[config.mk]
export PLATFORM = sky130hd
export DESIGN_NAME = analog_button_click_detector_unit_flat
export DESIGN_NICKNAME = d
export VERILOG_FILES = /design/src/rtl/abcd_pkg.sv /design/src/rtl/abcd_in_if.sv /design/src/rtl/abcd_out_if.sv /design/src/rtl/abcd_front.sv /design/src/rtl/abcd_queue.sv /design/src/rtl/abcd_back.sv /design/src/rtl/analog_button_click_detector_unit.sv /design/src/flat_wrapper.sv
export SDC_FILE = /design/constraint.sdc
export NUM_CORES = 1
export LEC_CHECK = 0
export ABC_AREA = 0
export BUFFER_PORTS_ARGS = -buffer_cell sky130_fd_sc_hd__buf_4
export CORE_AREA = 2 2 207 290
export CTS_CLUSTER_DIAMETER = 150
export DETAILED_ROUTE_END_ITERATION = 8
export DIE_AREA = 0 0 209 292
export RECOVER_POWER = 25
export SYNTH_ARGS = -nofsm -noshare
export SYNTH_HDL_FRONTEND = slang
export SYNTH_HIERARCHICAL = 1
export SYNTH_SLANG_ARGS = --single-unit
[constraint.sdc]
create_clock -name clk_i -period 8.3 [get_ports clk_i]
set_input_delay 1.66 -clock clk_i [delete_from_list [all_inputs] [get_ports clk_i]]
set_output_delay 1.66 -clock clk_i [all_outputs]
set_load 0.02 [all_outputs]
[src/rtl/abcd_pkg.sv]
// Package for the analog button click detector.
// Holds field widths, event codes, register indexes and shared structs.
`timescale 1ns / 1ps

package abcd_pkg;

  localparam int unsigned ADC_W = 10;
  localparam int unsigned TIME_W = 32;
  localparam int unsigned MS_W = 16;
  localparam int unsigned CODE_W = 5;
  localparam int unsigned CNT_W = 8;
  localparam int unsigned CFG_IDX_W = 3;
  localparam int unsigned CFG_DATA_W = 16;

  localparam int unsigned PRESS_WINDOW = 50;
  localparam int unsigned RELEASE_HIGH = 1000;
  localparam int unsigned RELEASE_LOW = 20;
  localparam int unsigned CRAZY_COUNT = 10;
  localparam int unsigned PRESS_LEVEL_RST = 512;

  localparam int unsigned QUEUE_DEPTH = 4;

  localparam logic [CODE_W-1:0] EV_PRESS = 5'd0;
  localparam logic [CODE_W-1:0] EV_RELEASE = 5'd1;
  localparam logic [CODE_W-1:0] EV_CHANGE = 5'd2;
  localparam logic [CODE_W-1:0] EV_HOLD = 5'd3;
  localparam logic [CODE_W-1:0] EV_CLICK1 = 5'd4;
  localparam logic [CODE_W-1:0] EV_CRAZY = 5'd14;
  localparam logic [CODE_W-1:0] EV_LONG0 = 5'd15;

  localparam logic [CFG_IDX_W-1:0] CFG_PRESS_LEVEL = 3'd0;
  localparam logic [CFG_IDX_W-1:0] CFG_HOLD_TIME = 3'd1;
  localparam logic [CFG_IDX_W-1:0] CFG_HOLD_REPEAT = 3'd2;
  localparam logic [CFG_IDX_W-1:0] CFG_MULTICLICK = 3'd3;
  localparam logic [CFG_IDX_W-1:0] CFG_BISTABLE = 3'd4;

  typedef struct packed {
    logic                  we;
    logic [CFG_IDX_W-1:0]  idx;
    logic [CFG_DATA_W-1:0] data;
  } cfg_wr_t;

  typedef struct packed {
    logic [CODE_W-1:0] code0;
    logic [CODE_W-1:0] code1;
    logic              two;
  } entry_t;

  typedef struct packed {
    logic   push;
    entry_t entry;
  } q_push_t;

  typedef struct packed {
    logic   valid;
    entry_t entry;
  } q_head_t;

endpackage

[src/rtl/abcd_in_if.sv]
// Input channel of the click detector: one tick per request.
// Depends on abcd_pkg for the field widths.
`timescale 1ns / 1ps

interface abcd_in_if;
  import abcd_pkg::*;

  logic              valid;
  logic              ready;
  logic [ADC_W-1:0]  adc_sample;
  logic [TIME_W-1:0] now_ms;

  modport source (output valid, output adc_sample, output now_ms, input ready);
  modport sink (input valid, input adc_sample, input now_ms, output ready);
endinterface

[src/rtl/abcd_out_if.sv]
// Output channel of the click detector: one event per request.
// Depends on abcd_pkg for the field widths.
`timescale 1ns / 1ps

interface abcd_out_if;
  import abcd_pkg::*;

  logic              valid;
  logic              ready;
  logic [CODE_W-1:0] event_code;
  logic              last_event;

  modport source (output valid, output event_code, output last_event, input ready);
  modport sink (input valid, input event_code, input last_event, output ready);
endinterface

[src/rtl/abcd_front.sv]
// Front part: configuration registers, button state and tick classification.
// Depends on abcd_pkg and abcd_in_if; pushes event entries into the queue.
`timescale 1ns / 1ps

module abcd_front (
  input  logic               clk_i,
  input  logic               rst_ni,
  input  abcd_pkg::cfg_wr_t  cfg_i,
  abcd_in_if.sink            in_ch,
  input  logic               q_ready_i,
  output abcd_pkg::q_push_t  q_push_o
);
  import abcd_pkg::*;

  logic [ADC_W-1:0]  press_level_q;
  logic [MS_W-1:0]   hold_time_q;
  logic [MS_W-1:0]   hold_repeat_q;
  logic [MS_W-1:0]   multiclick_q;
  logic              bist_q;

  logic              pressed_q, pressed_d;
  logic [TIME_W-1:0] last_q, last_d;
  logic [CNT_W-1:0]  click_q, click_d;
  logic [MS_W-1:0]   holds_q, holds_d;
  logic [TIME_W-1:0] thr_q, thr_d;

  logic [MS_W-1:0]   hold_time_nx;
  logic [MS_W-1:0]   hold_repeat_nx;
  logic              accept;
  logic signed [ADC_W+1:0] smp_s;
  logic signed [ADC_W+1:0] lvl_s;
  logic              in_win;
  logic              rel;
  logic [TIME_W-1:0] gap;
  logic              hold_fire;
  logic              has_ev;
  entry_t            ev;

  assign accept = in_ch.valid && in_ch.ready;
  assign in_ch.ready = q_ready_i;

  assign smp_s = $signed({2'b00, in_ch.adc_sample});
  assign lvl_s = $signed({2'b00, press_level_q});
  assign in_win = (smp_s >= lvl_s - $signed((ADC_W+2)'(PRESS_WINDOW))) &&
                  (smp_s <= lvl_s + $signed((ADC_W+2)'(PRESS_WINDOW)));
  assign rel = (in_ch.adc_sample >= ADC_W'(RELEASE_HIGH)) ||
               (in_ch.adc_sample <= ADC_W'(RELEASE_LOW));
  assign gap = in_ch.now_ms - last_q;

  always_comb begin
    pressed_d = pressed_q;
    last_d = last_q;
    click_d = click_q;
    holds_d = holds_q;
    hold_fire = 1'b0;
    has_ev = 1'b0;
    ev = '0;
    if (!pressed_q && in_win) begin
      pressed_d = 1'b1;
      last_d = in_ch.now_ms;
      has_ev = 1'b1;
      ev.code0 = EV_PRESS;
      ev.code1 = EV_CHANGE;
      ev.two = 1'b1;
      if (click_q != '1) begin
        click_d = click_q + CNT_W'(1);
      end
    end else if (pressed_q && rel) begin
      pressed_d = 1'b0;
      last_d = in_ch.now_ms;
      has_ev = 1'b1;
      ev.code0 = EV_RELEASE;
      ev.code1 = EV_CHANGE;
      ev.two = 1'b1;
      if (bist_q && click_q != '1) begin
        click_d = click_q + CNT_W'(1);
      end
    end else if (!bist_q && pressed_q) begin
      if (click_q <= CNT_W'(1) && hold_time_q != '0 && gap > thr_q &&
          (hold_repeat_q != '0 || holds_q == '0)) begin
        has_ev = 1'b1;
        ev.code0 = EV_HOLD;
        if (holds_q != '1) begin
          hold_fire = 1'b1;
          holds_d = holds_q + MS_W'(1);
        end
      end
    end else if (multiclick_q == '0) begin
      holds_d = '0;
      click_d = '0;
    end else if (gap > TIME_W'(multiclick_q)) begin
      if (holds_q == '0) begin
        if (click_q >= CNT_W'(1) && click_q <= CNT_W'(CRAZY_COUNT)) begin
          has_ev = 1'b1;
          ev.code0 = CODE_W'(click_q) + EV_CLICK1 - CODE_W'(1);
          if (click_q == CNT_W'(CRAZY_COUNT)) begin
            ev.code1 = EV_CRAZY;
            ev.two = 1'b1;
          end
        end else if (click_q > CNT_W'(CRAZY_COUNT)) begin
          has_ev = 1'b1;
          ev.code0 = EV_CRAZY;
        end
      end else if (click_q >= CNT_W'(1) && click_q <= CNT_W'(CRAZY_COUNT + 1)) begin
        has_ev = 1'b1;
        ev.code0 = CODE_W'(click_q) + EV_LONG0 - CODE_W'(1);
      end
      holds_d = '0;
      click_d = '0;
    end
  end

  always_comb begin
    hold_time_nx = hold_time_q;
    hold_repeat_nx = hold_repeat_q;
    if (cfg_i.we && cfg_i.idx == CFG_HOLD_TIME) begin
      hold_time_nx = cfg_i.data[MS_W-1:0];
    end
    if (cfg_i.we && cfg_i.idx == CFG_HOLD_REPEAT) begin
      hold_repeat_nx = cfg_i.data[MS_W-1:0];
    end
    if (accept) begin
      if (holds_d == '0) begin
        thr_d = TIME_W'(hold_time_q);
      end else if (hold_fire) begin
        thr_d = thr_q + TIME_W'(hold_repeat_q);
      end else begin
        thr_d = thr_q;
      end
    end else begin
      thr_d = TIME_W'(hold_time_nx) + TIME_W'(holds_q) * TIME_W'(hold_repeat_nx);
    end
  end

  assign q_push_o.push = accept && has_ev;
  assign q_push_o.entry = ev;

  always_ff @(posedge clk_i or negedge rst_ni) begin
    if (!rst_ni) begin
      press_level_q <= ADC_W'(PRESS_LEVEL_RST);
      hold_time_q <= '0;
      hold_repeat_q <= '0;
      multiclick_q <= '0;
      bist_q <= 1'b0;
    end else if (cfg_i.we) begin
      case (cfg_i.idx)
        CFG_PRESS_LEVEL: press_level_q <= cfg_i.data[ADC_W-1:0];
        CFG_HOLD_TIME:   hold_time_q <= cfg_i.data[MS_W-1:0];
        CFG_HOLD_REPEAT: hold_repeat_q <= cfg_i.data[MS_W-1:0];
        CFG_MULTICLICK:  multiclick_q <= cfg_i.data[MS_W-1:0];
        CFG_BISTABLE:    bist_q <= cfg_i.data[0];
        default: ;
      endcase
    end
  end

  always_ff @(posedge clk_i or negedge rst_ni) begin
    if (!rst_ni) begin
      pressed_q <= 1'b0;
      last_q <= '0;
      click_q <= '0;
      holds_q <= '0;
      thr_q <= '0;
    end else begin
      thr_q <= thr_d;
      if (accept) begin
        pressed_q <= pressed_d;
        last_q <= last_d;
        click_q <= click_d;
        holds_q <= holds_d;
      end
    end
  end

  a_thr_match: assert property (@(posedge clk_i) disable iff (!rst_ni)
    accept |-> thr_q == TIME_W'(hold_time_q) + TIME_W'(holds_q) * TIME_W'(hold_repeat_q))
    else $error("hold threshold out of step with hold count");

  a_state_still: assert property (@(posedge clk_i) disable iff (!rst_ni)
    !accept |=> $stable(pressed_q) && $stable(click_q) && $stable(holds_q))
    else $error("button state changed without a tick");

  a_hold_pressed: assert property (@(posedge clk_i) disable iff (!rst_ni)
    (q_push_o.push && q_push_o.entry.code0 == EV_HOLD) |-> (pressed_q && !bist_q))
    else $error("hold event while released or bistable");
endmodule

[src/rtl/abcd_queue.sv]
// Short event queue between the front and back parts.
// Depends on abcd_pkg for the entry structs.
`timescale 1ns / 1ps

module abcd_queue #(
  parameter int unsigned DEPTH = abcd_pkg::QUEUE_DEPTH
) (
  input  logic              clk_i,
  input  logic              rst_ni,
  input  abcd_pkg::q_push_t push_i,
  output logic              ready_o,
  output abcd_pkg::q_head_t head_o,
  input  logic              pop_i
);
  import abcd_pkg::*;

  localparam int unsigned PTR_W = $clog2(DEPTH);
  localparam int unsigned CNT_QW = $clog2(DEPTH + 1);

  entry_t            mem_q [DEPTH];
  logic [PTR_W-1:0]  wr_ptr_q, rd_ptr_q;
  logic [CNT_QW-1:0] cnt_q;
  logic              push;
  logic              pop;

  assign ready_o = cnt_q != CNT_QW'(DEPTH);
  assign push = push_i.push && ready_o;
  assign pop = pop_i && cnt_q != '0;
  assign head_o.valid = cnt_q != '0;
  assign head_o.entry = mem_q[rd_ptr_q];

  always_ff @(posedge clk_i) begin
    if (push) begin
      mem_q[wr_ptr_q] <= push_i.entry;
    end
  end

  always_ff @(posedge clk_i or negedge rst_ni) begin
    if (!rst_ni) begin
      wr_ptr_q <= '0;
      rd_ptr_q <= '0;
      cnt_q <= '0;
    end else begin
      if (push) begin
        wr_ptr_q <= (wr_ptr_q == PTR_W'(DEPTH - 1)) ? '0 : wr_ptr_q + PTR_W'(1);
      end
      if (pop) begin
        rd_ptr_q <= (rd_ptr_q == PTR_W'(DEPTH - 1)) ? '0 : rd_ptr_q + PTR_W'(1);
      end
      if (push && !pop) begin
        cnt_q <= cnt_q + CNT_QW'(1);
      end else if (pop && !push) begin
        cnt_q <= cnt_q - CNT_QW'(1);
      end
    end
  end

  a_no_overflow: assert property (@(posedge clk_i) disable iff (!rst_ni)
    push_i.push |-> ready_o)
    else $error("entry pushed into a full queue");

  a_no_underflow: assert property (@(posedge clk_i) disable iff (!rst_ni)
    pop_i |-> head_o.valid)
    else $error("entry popped from an empty queue");

  a_fill_count: assert property (@(posedge clk_i) disable iff (!rst_ni)
    (push && !pop) |=> cnt_q == $past(cnt_q) + CNT_QW'(1))
    else $error("fill count missed a push");
endmodule

[src/rtl/abcd_back.sv]
// Back part: sends the one or two events of each queued entry in order.
// Depends on abcd_pkg and abcd_out_if.
`timescale 1ns / 1ps

module abcd_back (
  input  logic              clk_i,
  input  logic              rst_ni,
  input  abcd_pkg::q_head_t head_i,
  output logic              pop_o,
  abcd_out_if.source        out_ch
);
  import abcd_pkg::*;

  logic slot_q, slot_d;
  logic last;
  logic take;

  assign last = slot_q || !head_i.entry.two;
  assign take = out_ch.valid && out_ch.ready;

  assign out_ch.valid = head_i.valid;
  assign out_ch.event_code = slot_q ? head_i.entry.code1 : head_i.entry.code0;
  assign out_ch.last_event = last;
  assign pop_o = take && last;

  always_comb begin
    slot_d = slot_q;
    if (take) begin
      slot_d = !last;
    end
  end

  always_ff @(posedge clk_i or negedge rst_ni) begin
    if (!rst_ni) begin
      slot_q <= 1'b0;
    end else begin
      slot_q <= slot_d;
    end
  end
endmodule

[src/rtl/analog_button_click_detector_unit.sv]
// Top level of the analog button click detector.
// Depends on abcd_pkg, abcd_in_if, abcd_out_if, abcd_front, abcd_queue, abcd_back.
//
//   Channel   Direction  Contents                               Handshake
//   in_ch_i   sink       adc_sample, now_ms (one tick)          valid/ready
//   out_ch_o  source     event_code, last_event (one event)     valid/ready
//   cfg       write      cfg_we_i, cfg_idx_i, cfg_data_i        write enable
//
// A tick is classified in the cycle it is accepted; one tick per cycle is taken
// while the event queue has room. Each event is one output transfer, so a tick with
// two events holds the output for two transfers and sets the sustained rate there.
// Reset is asynchronous and resets all control state at once; no clearing pass follows.
// A stalled output fills the queue of QUEUE_DEPTH entries, then input ready drops.
`timescale 1ns / 1ps

module analog_button_click_detector_unit #(
  parameter int unsigned QUEUE_DEPTH = abcd_pkg::QUEUE_DEPTH
) (
  input  logic                            clk_i,
  input  logic                            rst_ni,
  input  logic                            cfg_we_i,
  input  logic [abcd_pkg::CFG_IDX_W-1:0]  cfg_idx_i,
  input  logic [abcd_pkg::CFG_DATA_W-1:0] cfg_data_i,
  abcd_in_if.sink                         in_ch_i,
  abcd_out_if.source                      out_ch_o
);
  import abcd_pkg::*;

  cfg_wr_t cfg;
  q_push_t q_push;
  q_head_t q_head;
  logic    q_ready;
  logic    q_pop;

  assign cfg.we = cfg_we_i;
  assign cfg.idx = cfg_idx_i;
  assign cfg.data = cfg_data_i;

  abcd_front u_front (
    .clk_i     (clk_i),
    .rst_ni    (rst_ni),
    .cfg_i     (cfg),
    .in_ch     (in_ch_i),
    .q_ready_i (q_ready),
    .q_push_o  (q_push)
  );

  abcd_queue #(
    .DEPTH (QUEUE_DEPTH)
  ) u_queue (
    .clk_i   (clk_i),
    .rst_ni  (rst_ni),
    .push_i  (q_push),
    .ready_o (q_ready),
    .head_o  (q_head),
    .pop_i   (q_pop)
  );

  abcd_back u_back (
    .clk_i  (clk_i),
    .rst_ni (rst_ni),
    .head_i (q_head),
    .pop_o  (q_pop),
    .out_ch (out_ch_o)
  );
endmodule
[src/flat_wrapper.sv]
// flat-port wrapper written by rule: the top's interface ports become plain ports
module analog_button_click_detector_unit_flat import abcd_pkg::*;
#(
  parameter int unsigned QUEUE_DEPTH = abcd_pkg::QUEUE_DEPTH
)
  (clk_i, rst_ni, cfg_we_i, cfg_idx_i, cfg_data_i, in_ch_i_valid, in_ch_i_adc_sample, in_ch_i_now_ms, in_ch_i_ready, out_ch_o_valid, out_ch_o_event_code, out_ch_o_last_event, out_ch_o_ready);
  abcd_in_if in_ch_i_i ();
  abcd_out_if out_ch_o_i ();
  input  logic clk_i;
  input  logic rst_ni;
  input  logic cfg_we_i;
  input  logic [abcd_pkg::CFG_IDX_W-1:0] cfg_idx_i;
  input  logic [abcd_pkg::CFG_DATA_W-1:0] cfg_data_i;
  input wire logic [$bits(in_ch_i_i.valid)-1:0] in_ch_i_valid;
  input wire logic [$bits(in_ch_i_i.adc_sample)-1:0] in_ch_i_adc_sample;
  input wire logic [$bits(in_ch_i_i.now_ms)-1:0] in_ch_i_now_ms;
  output wire logic [$bits(in_ch_i_i.ready)-1:0] in_ch_i_ready;
  output wire logic [$bits(out_ch_o_i.valid)-1:0] out_ch_o_valid;
  output wire logic [$bits(out_ch_o_i.event_code)-1:0] out_ch_o_event_code;
  output wire logic [$bits(out_ch_o_i.last_event)-1:0] out_ch_o_last_event;
  input wire logic [$bits(out_ch_o_i.ready)-1:0] out_ch_o_ready;
  assign in_ch_i_i.valid = in_ch_i_valid;
  assign in_ch_i_i.adc_sample = in_ch_i_adc_sample;
  assign in_ch_i_i.now_ms = in_ch_i_now_ms;
  assign in_ch_i_ready = in_ch_i_i.ready;
  assign out_ch_o_valid = out_ch_o_i.valid;
  assign out_ch_o_event_code = out_ch_o_i.event_code;
  assign out_ch_o_last_event = out_ch_o_i.last_event;
  assign out_ch_o_i.ready = out_ch_o_ready;
  analog_button_click_detector_unit #(.QUEUE_DEPTH(QUEUE_DEPTH)) u_core (.clk_i(clk_i), .rst_ni(rst_ni), .cfg_we_i(cfg_we_i), .cfg_idx_i(cfg_idx_i), .cfg_data_i(cfg_data_i), .in_ch_i(in_ch_i_i), .out_ch_o(out_ch_o_i));
endmodule
Word level (Yosys, flattened, before mapping)
Memory sizes are Yosys's and may differ from the RTL's. Cells that the tools add are included. W data, S select, Z words.

Equal/unequal tests: 14. Div/mod/pow operators: 0. $mul: 1. Reduce and logical (&&, ||, !) cells: 46. $lt $le $gt $ge: 11. Shift operators: 0. Muxes and demuxes: 59. $add $sub $neg: 15. Bitwise operators: 0.

Operators with widths (number): $mux W32 (5); $mux W16 (9); $mux W8 (7); $logic_not A16 Y1 (3); $mux W11 (4); $add A16 B32 Y32 (1); $add A32 B16 Y32 (1); $gt A32 B16 Y1 (1); $gt A32 B32 Y1 (1); $mul A16 B16 Y32 (1); $reduce_bool A16 Y1 (2); $sub A32 B32 Y32 (1); $mux W5 (6); $logic_and A1 B1 Y1 (20); $mux W1 (19); $mux W6 (3); $add A16 B1 Y16 const B (1); $le A8 B4 Y1 const B (2); $ne A16 B16 Y1 const B (1); $reduce_and A2 Y1 (6); $add A10 B6 Y11 const B (1); $ge A11 B11 Y1 (1); $le A10 B11 Y1 (1); $sub A10 B6 Y11 const B (1); other kinds (32) (48).

Bits in read-only memories: 0. Register bits after elaboration: 156. Memories: 1. Latch bits: 0. Output and inout bits: 8. RAM bits: 44. Bits of input ports: 66.

Memories: u_core.u_queue.mem_q (words 4, width 11, read ports 1, clocked after memory_dff 0, write ports 1, RTL line abcd_queue.sv:20) `entry_t mem_q [DEPTH];`.

Logic depth before layout (Yosys ltp)
Gate-level depths: netlist of the first run.

Depth after elaboration: 15. Mapped depth: 32.

Modules after synthesis
The synthesis of the first run kept the hierarchy.

Modules (own cells, without submodules): abcd_front (cells an instance 2460, times used 1, area an instance 21017.7 um^2, sequential area each 3704.8 um^2); abcd_queue (cells an instance 93, times used 1, area an instance 2024.4 um^2, sequential area each 1496.4 um^2); abcd_back (cells an instance 13, times used 1, area an instance 131.4 um^2, sequential area each 25.0 um^2).

Least setup slack after synthesis of the first run
Ideal clock, no wire load.

Kind: input-to-reg. Start: input port cfg_we_i. End: register u_core.u_front.thr_q[30]. Stages on the path: 29. Library setup time: 0.138 ns. Setup slack: -0.726 ns. Data arrival time: 8.888 ns. Cells stage by stage: nor2b_1 and3b_1 clkbuf_1 clkbuf_1 mux2_2 clkbuf_1 nand2_1 fa_1 inv_1 fa_1 inv_1 fa_1 inv_1 fa_1 fa_1 inv_1 fa_1 inv_1 ha_1 and4_1 nand3_1 o21ai_0 a31oi_1 o41ai_1 a2111oi_0 or2_2 o21ai_0 xnor2_1 o22ai_1.

Word-level cells in the longest chain between the ends: 5.

RTL lines: start: declaration (RTL line flat_wrapper.sv:11) `input logic cfg_we_i;`; $logic_and A1 B1 Y1 (RTL line abcd_front.sv:119) `if (cfg_i.we && cfg_i.idx == CFG_HOLD_REPEAT) begin`; $mux W16 (RTL line abcd_front.sv:119); $mul A16 B16 Y32 (RTL line abcd_front.sv:131) `thr_d = TIME_W'(hold_time_nx) + TIME_W'(holds_q) * TIME_W'(hold_repeat_nx);`; $add A16 B32 Y32 (*) (RTL line abcd_front.sv:131); $mux W32 (*) (RTL line abcd_front.sv:122) `if (accept) begin`; end signal: assignment (RTL line abcd_front.sv:165) `thr_q <= thr_d;`; end: declaration (RTL line abcd_front.sv:25) `logic [TIME_W-1:0] thr_q, thr_d;`.

Every way passes the cells marked *; elsewhere a longest branch is shown, timed or not. A chain may end at the register's enable or synchronous reset.

Worst setup path in the final report of the first run
Start: input port cfg_we_i. End: register u_core.u_front.thr_q[28].

The elaborated chain is that of the path after synthesis.

==> impl_metrics.yaml, run 1 <==
sta:
  hold_violations: 0
  relSlewSlack_pct: -120
  setup_ws_ps: 220
  tightest_slew_ps: 3300
  slew_viol_final: 161
  fin_crit_sh_pct: 97.4
  holdWs_ps: 483
  setup_viol: 0
  fmax_mhz: 124
  skew_ps: 33.2
  min_period_ps: 8080
synthesis:
  netlist_area_mm2: 0.0232
  synth_xor_area_share_pct: 3.78
  synthCells: 2566
  yosysSeqAreaShare_pct: 22.6
  synth_area_per_cell_um2: 9.03
  synth_top_family_by_area: "adder cells"
  ys_warn_count: 6
  synth_adder_area_share_pct: 31.1
  ys_async_sr_fraction_pct: 78.0
  synth-edff-count: 44
  yosys.area_share.simple_pct: 16.2
  synth_ff_type: "dfrtp_1"
  synthMuxAreaShare_pct: 5.03
  synth_cell_types: 92
  ys_ff_latch: 200
  synth_compound_area_share_pct: 12.7
min_path:
  hold_path.startpoint: "u_core/u_queue/cnt_q[2]"
  whs_endpoint: "u_core/u_queue/cnt_q[2]"
  min_path_cells: 1
  hold_path_class: "flop to flop"
placed_design:
  hpwl_mm: 56.1
  portBuffers: 73
  gp_congestion: 0.951
  numPlacedInstances: 3399
  place_ws_ps: -372
run_status:
  outcome: "finished, violations left"
  violations: "max-capacitance violations, max-slew violations"
drt:
  drt_iter0_drc: 1049
  drtAntennaViolNets: 0
  drc: 0
  vias_per_cell: 5.49
  dr_total_vias: 18895
  wl_per_cell_um: 20.2
  drtPass1Iterations: 5
  finalWirelength_mm: 69.6
power_and_ir_drop:
  total_power_mw: 7.11
  power_density_mw_per_mm2: 271
  p_leak_nw: 12.5
  peakVddDrop_mv: 0.221
worst_setup_path:
  cp_top_family: "adder cells"
  r2r_start: "u_core/u_front/holds_q[10]"
  slowest_delay_ps: 540
  regToRegSetupSlack_ps: 1190
  slowest_stage: "fa_1"
  worst-path-buf-inv: 8
  arrival_ps: 8480
  r2r-end: "u_core/u_front/thr_q[29]"
  cp.required_ps: 8700
  critPathMostFrequentCell: "fa_1"
  cp_max_fo: 12
  critPathLaunchType: "input pin"
  r2r_cells: 25
  critPathCaptureType: "flop"
  worst-setup-path-type: "input pin to flop"
die:
  fp.dieArea_mm2: 0.0610
  initial_core_util_pct: 39.6
  io_pins: 74
  chipHeight_um: 292
  die_w_um: 209
  rows: 105
  coreArea_mm2: 0.0585
flow_run:
  maxCapViolCount: 3
clock_network:
  hold_buffers: 0
  root_buffer: "clkbuf_16"
  htree_levels: 4
  cts.sinks: 200
  clkTransAtPathRegs_ps: 70
  cts_tree: "yes"
  clock_latency_ps: 490
  max-clock-path-buffers: 2
  cts_made_buffers: 17
grt:
  grt_pass1_wl_mm: 110
  antenna_found_initial: 1
  grt_max_degree: 61
  grt_overflow: 0
  grt_pass1_vias: 20332
  grt.total_usage_pct: 23.2
finish:
  drive_above_1_share_pct: 14.3
  fillers: 5634
  finalNonFillerCells: 3442
  diodes: 0
  nets: 3195
  syn2layout_area_growth_pct: 13.1
[sequential cells by signal, indices dropped and copies added, names as in the netlist, 2 cells and up]
name / cells
u_core/u_queue/wr_ptr_q: 2
u_core/u_front/hold_repeat_q: 16
u_core/u_front/press_level_q: 10
u_core/u_queue/rd_ptr_q: 2
u_core/u_queue/mem_q: 44
u_core/u_front/click_q: 8
u_core/u_front/multiclick_q: 16
u_core/u_front/hold_time_q: 16
u_core/u_front/thr_q: 32
u_core/u_front/holds_q: 16
u_core/u_queue/cnt_q: 3
u_core/u_front/last_q: 32
[cells in the mapped netlist (33+ instances only)]
cell	count	area share, %
edfxtp_1	44	5.7
a21o_1	40	1.3
inv_1	398	6.4
nor3_1	45	0.97
nand2_1	280	4.5
and2_1	112	3.0
nand4_1	33	0.89
nor2_1	118	1.9
ha_1	236	13
xnor2_1	65	2.5
clkbuf_1	95	1.5
dfrtp_1	155	17
o21ai_0	104	2.2
fa_1	213	18
nand3_1	40	0.86
mux2_2	54	2.6
a21oi_1	111	2.4
xor2_1	35	1.3
[final cells by class]
class	count	area, um2	area share (%)
clock buffers	18	439	1.68
repair buffers	204	1670	6.35
clock inverters	14	149	0.568
flip-flops and latches	200	5230	19.9
multi-input cells	1859	16300	62.2
inverters	398	1490	5.70
well taps	749	937	3.57
[per-layer routing]
metal	GRT usage [%]	share of wire (%)
met1	26.5	39
met5	0	0
met4	11.5	5.0
met3	2.53	4.1
met2	42.7	52
[what timing repair did]
item                                    in CTS  in global routing
setup buffers                                0                 10
endpoints found under the setup margin       0                  8
resized for setup                            0                 57
[kinds of logic after synthesis]
| group | count (synthesis) |
|---|---|
| other | 1 |
| and+or+nand+nor | 761 |
| xor gates and xnor gates | 100 |
| adders and majority gates | 449 |
| buffers and inverters | 508 |
| DFF | 200 |
| AOI/OAI and AO/OA | 452 |
| muxes | 95 |
[report_power, final]
part           total [mW]  switching (mW)  internal (mW)
registers            1.56           0.264           1.30
logic                4.69            2.71           1.97
clock network       0.862           0.450          0.412
total                7.11            3.43           3.69
[cells in the final DEF (no fill, tap or decap), types with 45 or more instances in the layout]
cell type	Yosys	routed
fa_1	213	210
nor3_1	45	45
mux2_2	54	45
and2_1	112	108
dfrtp_1	155	155
inv_1	398	389
nor2_1	118	115
nand2_1	280	277
buf_4	8	184
o21ai_0	104	99
ha_1	236	229
xnor2_1	65	65
a21oi_1	111	107
[per-stage QoR]
stage	TNS [ps]	cell area [um2]	utilization [%]
global route	-76.4	26200	44.8
finish	0	26200	44.8
detailed placement	-2150	25300	43.3
global placement	-1480	25300	43.3
floorplan	0	23400	-
CTS	0	25900	44.3
[how the worst max path moves through the flow]
stage	start	endpoint	cells after the start
2_1_floorplan	cfg_we_i	u_core/u_front/thr_q[31]	30
3_3_place_gp	cfg_idx_i[2]	u_core/u_front/thr_q[30]	29
3_5_place_dp	cfg_idx_i[2]	u_core/u_front/thr_q[30]	29
4_1_cts	cfg_idx_i[2]	u_core/u_front/thr_q[30]	29
5_1_grt	cfg_idx_i[2]	u_core/u_front/thr_q[28]	28
6_report	cfg_we_i	u_core/u_front/thr_q[28]	30
Note: power is estimated with default switching activity, not from simulation.
==> run 2, diff against run 1 <==
CELL_PAD_IN_SITES_DETAIL_PLACEMENT = 1   (was not set)
CELL_PAD_IN_SITES_GLOBAL_PLACEMENT = 1   (was not set)
CORE_AREA = 2 2 185 260   (was 2 2 207 290)
DIE_AREA = 0 0 187 262   (was 0 0 209 292)
PLACE_DENSITY_LB_ADDON = 0.1   (was not set)
==> impl_metrics.yaml, run 2 (synthesized netlist as in run 1, its figures left out) <==
run_status:
  outcome: "finished, violations left"
  violations: "max-capacitance violations, max-slew violations"
clock_network:
  root_buffer: "clkbuf_16"
  cts_made_buffers: 17
  cts.sinks: 200
  cts_tree: "yes"
  clkTransAtPathRegs_ps: 90
  hold_buffers: 0
  htree_levels: 4
  max-clock-path-buffers: 2
  clock_latency_ps: 480
die:
  initial_core_util_pct: 49.6
  io_pins: 74
  chipHeight_um: 262
  die_w_um: 187
  fp.dieArea_mm2: 0.0490
  rows: 94
  coreArea_mm2: 0.0467
finish:
  top_regs: "u_core/u_queue/mem_q x44, u_core/u_front/last_q x32, u_core/u_front/thr_q x32"
  finalNonFillerCells: 3343
  final_cell_mix: "382 x inv_1, 271 x nand2_1, 226 x ha_1, 208 x buf_4, 206 x fa_1"
  nets: 3221
  syn2layout_area_growth_pct: 14.6
  largest_reg_flops: 44
  diodes: 0
  top_register: "u_core/u_queue/mem_q"
  final_common_cell: "inv_1"
  drive_above_1_share_pct: 16.6
worst_setup_path:
  r2r-end: "u_core/u_front/thr_q[29]"
  slowest_stage: "fa_1"
  critPathCaptureType: "flop"
  cp.required_ps: 8620
  r2r_cells: 23
  critPathLaunchType: "input pin"
  arrival_ps: 8500
  cp_max_fo: 7
  critPathMostFrequentCell: "fa_1"
  worst-setup-path-type: "input pin to flop"
  crit_start: "cfg_we_i"
  r2r_start: "u_core/u_front/holds_q[12]"
  slowest_delay_ps: 530
  regToRegSetupSlack_ps: 1220
power_and_ir_drop:
  p_leak_nw: 12.7
  power.internal_mw: 3.77
  p_sw_mw: 3.68
  sw_frac_of_total_pct: 49.4
  p_comb_share_pct: 66.4
  power.share.clock_pct: 12.8
  power_density_mw_per_mm2: 281
  peakVddDrop_mv: 0.168
  pwr-share-seq_pct: 20.9
placed_design:
  hpwl_mm: 59.9
  gp_congestion: 0.950
  place_ws_ps: -688
  portBuffers: 73
  numPlacedInstances: 3279
min_path:
  hold_path_class: "flop to flop"
  hold_path.startpoint: "u_core/u_queue/cnt_q[2]"
  min_path_cells: 1
  whs_endpoint: "u_core/u_queue/cnt_q[2]"
sta:
  min_period_ps: 8180
  fmax_mhz: 122
  setup_ws_ps: 119
  slew_viol_final: 92
  tightest_slew_ps: 5420
  hold_violations: 0
  setup_viol: 0
  setup_tns_ps: 0
  skew_ps: 14.6
  fin_crit_sh_pct: 98.6
  relSlewSlack_pct: -261
drt:
  wl_per_cell_um: 22.7
  drt_iter0_drc: 1044
  drtAntennaViolNets: 0
  vias_per_cell: 5.85
  dr_total_vias: 19554
  drc: 0
  finalWirelength_mm: 76.0
  drtPass1Iterations: 5
flow_run:
  maxCapViolCount: 1
grt:
  grt.total_usage_pct: 31.5
  grt_max_degree: 92
  antenna_found_initial: 2
  grt_overflow: 0
  grt_pass1_wl_mm: 120
  grt_pass1_vias: 21772
## run 2: repair_timing
action	in CTS	in global routing
gates cloned	3	0
endpoints found under the hold margin	0	0
resized for setup	26	88
setup buffers	16	15
setup endpoints to repair	6	10
pin swaps	28	82
## run 2: worst max-delay path by stage
stage,end,slack (ps),cells after the start
2_1_floorplan,u_core/u_front/thr_q[31],4,30
3_3_place_gp,u_core/u_front/thr_q[31],-450,31
3_5_place_dp,u_core/u_front/thr_q[31],-690,31
4_1_cts,u_core/u_front/thr_q[30],7,30
5_1_grt,u_core/u_front/thr_q[31],-60,32
6_report,u_core/u_front/thr_q[29],120,31
## run 2: critical path, delay by kind of cell
kind,cells,cell delay (ps)
XOR/XNOR,1,110
adder cells (fa/ha/maj),7,3280
buffers and inverters,9,970
AND/OR/NAND/NOR,4,670
AO/OA/AOI/OAI,10,1780
## run 2: layout make-up
class                           instances  area, um2
Fill cell                            5397      20100
Multi-Input combinational cell       1860      16500
Sequential cell                       200       5230
Timing Repair Buffer                  229       1880
Inverter                              398       1500
Tap cell                              624        781
Clock buffer                           17        425
Clock inverter                         15        235
## run 2: per-stage QoR
stage	utilization (%)	hold WS [ps]	power, mW	area, um2
3_5_place_dp	53.9	468	6.33	25200
3_3_place_gp	53.9	469	6.05	25200
5_1_grt	56.9	497	8.04	26500
6_report	56.9	490	7.46	26500
4_1_cts	56.0	485	7.36	26100
2_1_floorplan	-	449	4.77	23400
## run 2: per-layer routing
metal  routed length [um]  global-route usage, %  vias to the layer above
met5                    0                      0                        -
met3                 2100                   3.03                      164
met1                30600                   36.9                    10112
met4                 3160                   11.9                        0
li1                     -                      -                     8879
met2                40100                   59.6                      399
## run 2: power by group through the flow
stage	clock [mW]	combinational [mW]	sequential (mW)
after global placement	0	4.49	1.56
after global routing	1.00	5.45	1.59
after detailed placement	0	4.75	1.57
after CTS	0.965	4.84	1.55
final	0.951	4.95	1.56
after floorplan	0	3.34	1.43
